--- src/lzw12_pkg.sv ---
package lzw12_pkg;

    localparam int TABLE_ENTRIES = 4096;
    localparam logic [15:0] ROOT_PREV = 16'hFFFF;
    localparam logic [11:0] PROBE_STEP = 12'd101;
    localparam logic [11:0] CODES_INIT = 12'd3840;

    // one dictionary slot
    typedef struct packed {
        logic        used;
        logic        has_link;
        logic [11:0] link;
        logic [15:0] pred;
        logic [7:0]  follower;
    } entry_t;

    // one accepted input word passed from front to back
    typedef struct packed {
        logic [7:0] data_byte;
        logic       first;
        logic       last;
    } item_t;

    typedef enum logic [3:0] {
        ST_IDLE,
        ST_CLEAR,
        ST_INS_HASH,
        ST_INS_RD,
        ST_INS_CHK,
        ST_INS_WALK,
        ST_INS_PROBE,
        ST_INS_LINK,
        ST_INS_WR,
        ST_LK_HASH,
        ST_LK_RD,
        ST_LK_CHK,
        ST_EMIT,
        ST_FINAL,
        ST_OUT
    } state_t;

endpackage

--- src/lzw12_front.sv ---
module lzw12_front
    import lzw12_pkg::*;
(
    input  logic       clk,
    input  logic       rst_n,
    input  logic       s_axis_tvalid,
    output logic       s_axis_tready,
    input  logic [7:0] s_axis_tdata,    // data_byte
    input  logic [1:0] s_axis_tuser,    // first, last
    input  logic       q_pop,
    output logic       q_valid,
    output item_t      q_item
);

    // two-entry queue between input side and engine
    item_t      mem_reg [2];
    logic       wptr_reg, wptr_next, rptr_reg, rptr_next;
    logic [1:0] cnt_reg, cnt_next;
    logic       push;

    assign s_axis_tready = (cnt_reg != 2'd2);
    assign push = s_axis_tvalid && s_axis_tready;
    assign q_valid = (cnt_reg != 2'd0);
    assign q_item = mem_reg[rptr_reg];

    // advance pointers
    always_comb
    begin
        wptr_next = wptr_reg ^ push;
        rptr_next = rptr_reg ^ (q_pop && q_valid);
        cnt_next = cnt_reg + {1'b0, push} - {1'b0, q_pop && q_valid};
    end

    always_ff @(posedge clk or negedge rst_n)
    begin
        if (!rst_n)
        begin
            wptr_reg <= 1'b0;
            rptr_reg <= 1'b0;
            cnt_reg <= 2'd0;
        end
        else
        begin
            wptr_reg <= wptr_next;
            rptr_reg <= rptr_next;
            cnt_reg <= cnt_next;
        end
    end

    // store word
    always_ff @(posedge clk)
    begin
        if (push)
        begin
            mem_reg[wptr_reg] <= '{data_byte: s_axis_tdata, first: s_axis_tuser[0],
                                   last: s_axis_tuser[1]};
        end
    end

endmodule

--- config.mk ---
export PLATFORM = sky130hd
export DESIGN_NAME = lzw12_front
export DESIGN_NICKNAME = d
export VERILOG_FILES = /design/src/lzw12_pkg.sv /design/src/lzw12_front.sv
export SDC_FILE = /design/constraint.sdc
export NUM_CORES = 1
export LEC_CHECK = 0
export BUFFER_PORTS_ARGS = -buffer_cell sky130_fd_sc_hd__buf_2
export CORE_MARGIN = 4
export CORE_UTILIZATION = 44
export DETAILED_ROUTE_END_ITERATION = 6
export PLACE_DENSITY_LB_ADDON = 0.2
export SETUP_SLACK_MARGIN = 0.2
export SKIP_LAST_GASP = 1
export SLEW_MARGIN = 20
export SYNTH_ARGS = -nofsm -noshare
export SYNTH_HDL_FRONTEND = slang
export SYNTH_SLANG_ARGS = --single-unit
--- constraint.sdc ---
create_clock -name clk -period 1.4 [get_ports clk]
set_clock_uncertainty 0.1 [all_clocks]
set_input_delay 0.28 -clock clk [delete_from_list [all_inputs] [get_ports clk]]
set_output_delay 0.28 -clock clk [all_outputs]
set_load 0.005 [all_outputs]
* Yosys cells after proc, flatten, opt, wreduce, memory -nomap -nowiden
Memories as Yosys holds them, arrays and structs flattened.
Cells that the tools add are included.
** Storage, ports and cells
- Output and inout port bits :: 12
- Memories :: 1
- Bits of input ports :: 14
- Logic and storage cells :: 14
- RAM bits :: 20
- Flip-flop bits (word level) :: 4
** Memory list
- mem_reg :: words 2, bits a word 10, rd ports 1, clocked after Yosys merged registers in 0, write ports 1, line lzw12_front.sv:16 : item_t mem_reg [2];
** Operators by class
- Reduce and logical (&&, ||, !) cells :: 3
- Bitwise operators :: 2
- Multiplexer cells :: 2
- Equal/unequal tests :: 1
- Add/subtract/negate cells :: 2
** Operators with widths (count)
- $add 2x1->2 :: 1
- $logic_and 1x1->1 :: 2
- $mux 1 :: 2
- $ne 2x2->1 const B :: 1
- $reduce_bool 2->1 :: 1
- $sub 2x1->2 :: 1
- $xor 1x1->1 :: 2

* Longest topological paths before layout
Gate-level depths: netlist of run 1.
- Word-level depth :: 4
- Gate-level depth with buffers :: 5

* Worst setup path after synthesis of run 1
No wires, ideal clock.
- Path type :: flip-flop to flip-flop
- From :: reg cnt_reg[0]
- To :: mem mem_reg[0][0] in the netlist's numbering (enable)
- Required time :: 957 ps
- Arrival time :: 1018 ps
- Stages on the path, launching flop included :: 4
- Setup time :: 343 ps
- Path buffers :: 0
- Slack :: -61 ps
- Cells stage by stage :: dfrtp_1 -> nand2b_1 -> and2_1 -> ha_1
** On the way
- Cells in the longest elaborated chain, start to end :: 4
** Ends and longest elaborated chain
- start, declared :: line lzw12_front.sv:18 : logic [1:0] cnt_reg, cnt_next;
- start signal, assigned :: line lzw12_front.sv:46 : cnt_reg <= cnt_next;
- $ne 2x2->1 :: line lzw12_front.sv:21 : assign s_axis_tready = (cnt_reg != 2'd2);
- named net s_axis_tready :: line lzw12_front.sv:7 : output logic s_axis_tready,
- $logic_and 1x1->1 :: line lzw12_front.sv:22 : assign push = s_axis_tvalid && s_axis_tready;
- $mux 1 :: line lzw12_front.sv:53 : if (push)
- $mux 1 (implied by the code) :: line lzw12_front.sv:55 : mem_reg[wptr_reg] <= '{data_byte: s_axis_tdata, first: s_axis_tuser[0],
- end, declared :: line lzw12_front.sv:16
The timed path passes the listed nets, and every way through them passes these cells.

==> out/metrics.csv, run 1 <==
metric,value,unit
status,"complete, but fails checks",
violations,negative setup slack,
pre_cts_ws,0.05710,ns
crit_chain,buf_6 -> mux2_4 -> buf_6,
criticalPathCategory,flop to output port,
syn_avg_cell_area,17.54,sq um
seq_area,701.9,sq um
post_drt_via_cell_ratio,4.750,
ff2ff_path_depth,5,
crit_top_cell,buf_6,
antennaDiodeCount,0,
path_buf_inv,2,
arrival,1.32,ns
grt_usage,12.73,%
crit_family,flip-flops,
largest_reg_flops,20,
min_period_over_period,121.1,%
ir_worst_vdd,1108,uV
htree_levels,1,
fin_util,71.94,%
drt_pass1_iterations,2,
first_global_vias,584,
fmax,0.5897,GHz
path_depth,3,
cp-start-kind,flop,
syn_inst,54,
die_height,54.40,um
hpwlAfterDp,1079,um
hold_start,s_axis_tuser[0],
worstReg2RegStart,cnt_reg[1],
die_w,54.40,um
max_stage_delay,0.45,ns
path_clk_slew,0.12,ns
power.total,2892,uW
io_pins,26,
multiInputGateArea,320.3,sq um
setup_viol,17,
grt_setup_unrepaired,yes,
setup_slack,-0.2959,ns
antenna_found_initial,0,
p_leak,0.0006087,uW
crit_fanout,4,
floorplan.rows,16,
vias,589,
hold_depth,1,
layout-area-overhead-vs-synth,52.05,%
end_kind,output port,
reg2reg_setup_slack,-0.01,ns
crit_slowest_cell,dfrtp_1,
synthTopCellsByArea,"edfxtp_1, mux2_2, dfrtp_1",
postRouteAntennaNets,0,
grt-ovfl-total,0,
hold_end,mem_reg[0][1],
power.density,2008,nW/um^2
grt_start_max_net_pins,14,
cts_tree,done,
worstPathRequired,1.02,ns
slew_headroom,87.17,%
cp-startpoint,rptr_reg,
ys_ff_latch,24,
coreArea,2002,sq um
yosysWarnings,0,
period_needed,1.696,ns
worst_pin_slew,0.1924,ns
wire_per_inst,14.62,um
clkLatencyLatePin,0.29,ns
slew_violations,0,
port_buffers,25,
root_buffer,clkbuf_4,
cts.path.max_buffers,2,
synth-seq-area-share,73.98,%
hold_class,input pin to flop,
synth.net_count,70,
clock_sinks,24,
most-common-layout-cells,"edfxtp_1, buf_6, buf_2",
start_util,47.31,%
grt_pass1_wl,2635,um
drive_gt1_share,62.89,%
fin_nets,114,
cts_inserted_buffers,3,
drc,0,
finalHoldViolCount,0,
gp_congestion,0.6577,
n_fill_cell,140,
reg2reg_to,mem_reg[0][9],
syn_area,947.2,sq um
drv_cap,0,
die_area,2959,sq um
synth_top_cell_by_area,edfxtp_1,
drt-initial-drc-count,3,
synth_cell_types,19,
synth_top_cell_area_share,63.41,%
totalWireLength,1813,um
per-layer routing:
metal / vias up / GRT usage (%) / wire length, um
li1: 291 / - / -
met1: 282 / 17.44 / 785
met2: 14 / 20.32 / 940
met3: 2 / 2.725 / 80
met4: 0 / 3.734 / 6
met5: - / 0 / 0
logic make-up after synthesis:
kind of cell / synth area share, %
adders and majority gates: 2.642
buffers and inverters: 1.321
DFF: 73.98
AOI/OAI and AO/OA: 3.303
xor gates and xnor gates: 1.850
muxes: 11.89
and+or+nand+nor: 5.021
final cells by class:
type	instances	area share [%]
clock buffers	3	1.564
clock inverters	1	0.2606
inverters	2	0.5213
multi-input cells	28	22.24
flip-flops and latches	24	48.74
well taps	27	2.346
repair buffers	39	24.33
worst max-delay path by stage:
stage / to / slack [ns]
after floorplan: mem_reg[0][0] / 0.12
after global placement: mem_reg[1][1] / 0.06
after detailed placement: cnt_reg[1] / 0.06
after CTS: q_item[1] / -0.31
after global routing: q_item[0] / -0.37
final: q_item[7] / -0.30
through the flow:
step / hold slack, ns / area [sq um] / setup TNS [ns] / cells
after floorplan: -0.1156 / 977.2 / 0 / 54
after global placement: -0.005849 / 1162 / 0 / 110
after detailed placement: -0.007396 / 1162 / 0 / 110
after CTS: 0.05603 / 1310 / -3.194 / 122
after global routing: 0.03544 / 1440 / -4.212 / 124
final: 0.05814 / 1440 / -3.001 / 124
where the power goes:
group | internal (uW) | total [uW] | leakage [uW] | switching (uW)
Combinational | 983 | 1510 | 0.000361 | 529
Clock | 104 | 288 | 0.0000154 | 184
Sequential | 995 | 1090 | 0.000232 | 97.7
Total | 2080 | 2890 | 0.000609 | 811
cell usage after synthesis:
library cell   n
xnor2_1        2
a211oi_1       1
buf_2          1
nand2b_1       1
nor2b_1        1
ha_1           2
nor2_1         2
a32oi_1        1
dfrtp_1        4
a21bo_1        1
or2_2          1
o21ai_0        1
and3_1         1
edfxtp_1      20
and2_1         1
inv_1          2
mux2_2        10
nand2_1        1
nand3_1        1
timing repair:
item	CTS	global route
setup buffers	6	2
pin swaps	4	3
cloned	1	0
hold buffers	1	0
hold endpoints to repair	4	0
setup endpoints to repair	35	35
resized for setup	15	24
No activity file was read; power rests on OpenSTA's default activity.
==> run 2, diff against run 1 <==
- TNS_END_PERCENT: default -> 50
==> run 2 against run 1 <==
Against the previous run: critical path depth unchanged; clock power increased by 5%; non-clock buffer count decreased by 3; via count increased by 2.4%; die area unchanged; the flow still finishes with violations (negative setup slack); design area decreased by 0.96%; final cell count decreased by 2.4%; first-iteration DRC count increased to 3.0 times the previous value.
==> out/metrics.csv, run 2 (synthesis results as in run 1) <==
metric,value,unit,change
status,"complete, but fails checks",,
violations,negative setup slack,,
vias,603,,+2.4%
n_fill_cell,134,,-4.3%
min_period_over_period,120.3,%,-0.82 points
pre_cts_ws,0.01735,ns,-0.03974 ns
postRouteAntennaNets,0,,unchanged
p_leak,0.0006008,uW,-1.3%
cp-startpoint,rptr_reg,,
worst_pin_slew,0.2283,ns,+0.03587 ns
criticalPathCategory,flop to output port,,
fmax,0.5937,GHz,+0.68%
crit_path_end,q_item[5],,
clkLatencyLatePin,0.30,ns,about the same
crit_fanout,6,,+2
worstReg2RegStart,cnt_reg[0],,
ir_worst_vdd,1447,uV,+31%
setup_viol,22,,+5
power.density,2041,nW/um^2,+1.6%
ff2ff_path_depth,5,,unchanged
slew_headroom,84.78,%,-2.4 points
start_util,47.31,%,unchanged
grt-ovfl-total,0,,unchanged
power.total,2911,uW,+0.64%
fin_nets,111,,-2.6%
fin_area,1426,sq um,-0.96%
drive_gt1_share,67.02,%,+4.1 points
arrival,1.30,ns,-0.02 ns
path_clk_slew,0.12,ns,about the same
antennaDiodeCount,0,,unchanged
htree_levels,1,,unchanged
cts.path.max_buffers,2,,unchanged
cts_tree,done,,
grt_setup_unrepaired,yes,,
gp_congestion,0.7678,,+17%
clock_sinks,24,,unchanged
drt-initial-drc-count,9,,+6
drv_cap,0,,unchanged
hpwlAfterDp,1107,um,+2.7%
drc,0,,unchanged
antenna_found_initial,0,,unchanged
totalWireLength,2073,um,+14%
final_common_cell,edfxtp_1,,
grt_start_max_net_pins,14,,unchanged
grt_pass1_wl,2780,um,+5.5%
worstPathRequired,1.02,ns,about the same
first_global_vias,602,,+3.1%
port_buffers,25,,unchanged
most-common-layout-cells,"edfxtp_1, buf_6, buf_2",,
wire_per_inst,17.13,um,+17%
setup-tns-final,-3.842,ns,-0.8411 ns
hold_class,input pin to flop,,
reg2reg_to,mem_reg[0][5],,
layout-area-overhead-vs-synth,50.59,%,
finalHoldViolCount,0,,unchanged
io_pins,26,,unchanged
post_drt_via_cell_ratio,4.983,,+4.9%
slew_violations,0,,unchanged
largest_reg_flops,20,,unchanged
cp-start-kind,flop,,
die_area,2959,sq um,unchanged
die_w,54.40,um,unchanged
grt_usage,14.20,%,+1.5 points
end_kind,output port,,
dpl_cell_area,1147,sq um,-1.3%
root_buffer,clkbuf_4,,
cts_inserted_buffers,3,,unchanged
coreArea,2002,sq um,unchanged
drt_pass1_iterations,4,,+2
reg2reg_setup_slack,-0.16,ns,-0.15 ns
die_height,54.40,um,unchanged
period_needed,1.684,ns,-0.01146 ns
floorplan.rows,16,,unchanged
setup_slack,-0.2845,ns,+0.01146 ns
run 2: what timing repair did:
| action | 4_1_cts | 5_1_grt |
|---|---|---|
| gates resized for setup | 29 | 11 |
| cloned | 1 | 0 |
| hold buffers | 1 | 0 |
| endpoints found under the hold margin | 4 | 0 |
| buffers inserted | 5 | 2 |
| pin swaps | 3 | 2 |
| endpoints found under the setup margin | 35 | 35 |
run 2: power breakdown:
| group | switching, uW | internal (uW) |
|---|---|---|
| Combinational | 572 | 952 |
| Sequential | 89.3 | 995 |
| Clock | 192 | 111 |
| Total | 853 | 2060 |
run 2: critical path, cell delays in order (launching register included):
cell and delay, ns:
dfrtp_1 0.42, buf_6 0.15, mux2_4 0.31, buf_6 0.12
run 2: how the worst min path moves through the flow:
stage	slack (ns)	from	depth (start not counted)	endpoint
finish	0.05	s_axis_tdata[3]	1	mem_reg[1][5]
global route	0.04	s_axis_tdata[1]	1	mem_reg[0][3]
CTS	0.05	s_axis_tdata[0]	1	mem_reg[1][2]
detailed placement	-0.005	rst_n	1	cnt_reg[1]
global placement	-0.006	rst_n	1	cnt_reg[1]
floorplan	-0.12	rst_n	0	cnt_reg[0]
run 2: through the flow:
stage / hold slack (ns) / util (%) / instances
after global placement: -0.006188 / 57.31 / 108
after detailed placement: -0.004833 / 57.31 / 108
after floorplan: -0.1156 / - / 54
after CTS: 0.04843 / 67.44 / 119
final: 0.05343 / 71.25 / 121
after global routing: 0.04147 / 71.25 / 121
run 2: metal layers:
layer | global-route usage [%] | vias to the layer above | wire [um] | part of all wire [%]
li1 | - | 284 | - | -
met1 | 15.89 | 300 | 771 | 37
met2 | 26.29 | 17 | 1202 | 58
met3 | 2.997 | 2 | 86 | 4.1
met4 | 4.979 | 0 | 12 | 0.58
met5 | 0 | - | 0 | 0
run 2: cell type report:
type	count	area, sq um	area share, %
inverter	2	7.507	0.5263
tap	27	33.78	2.368
sequential	24	701.9	49.21
timing repair buffer	36	301.5	21.14
clock buffer	4	26.28	1.842
multi-input combinational	28	355.3	24.91
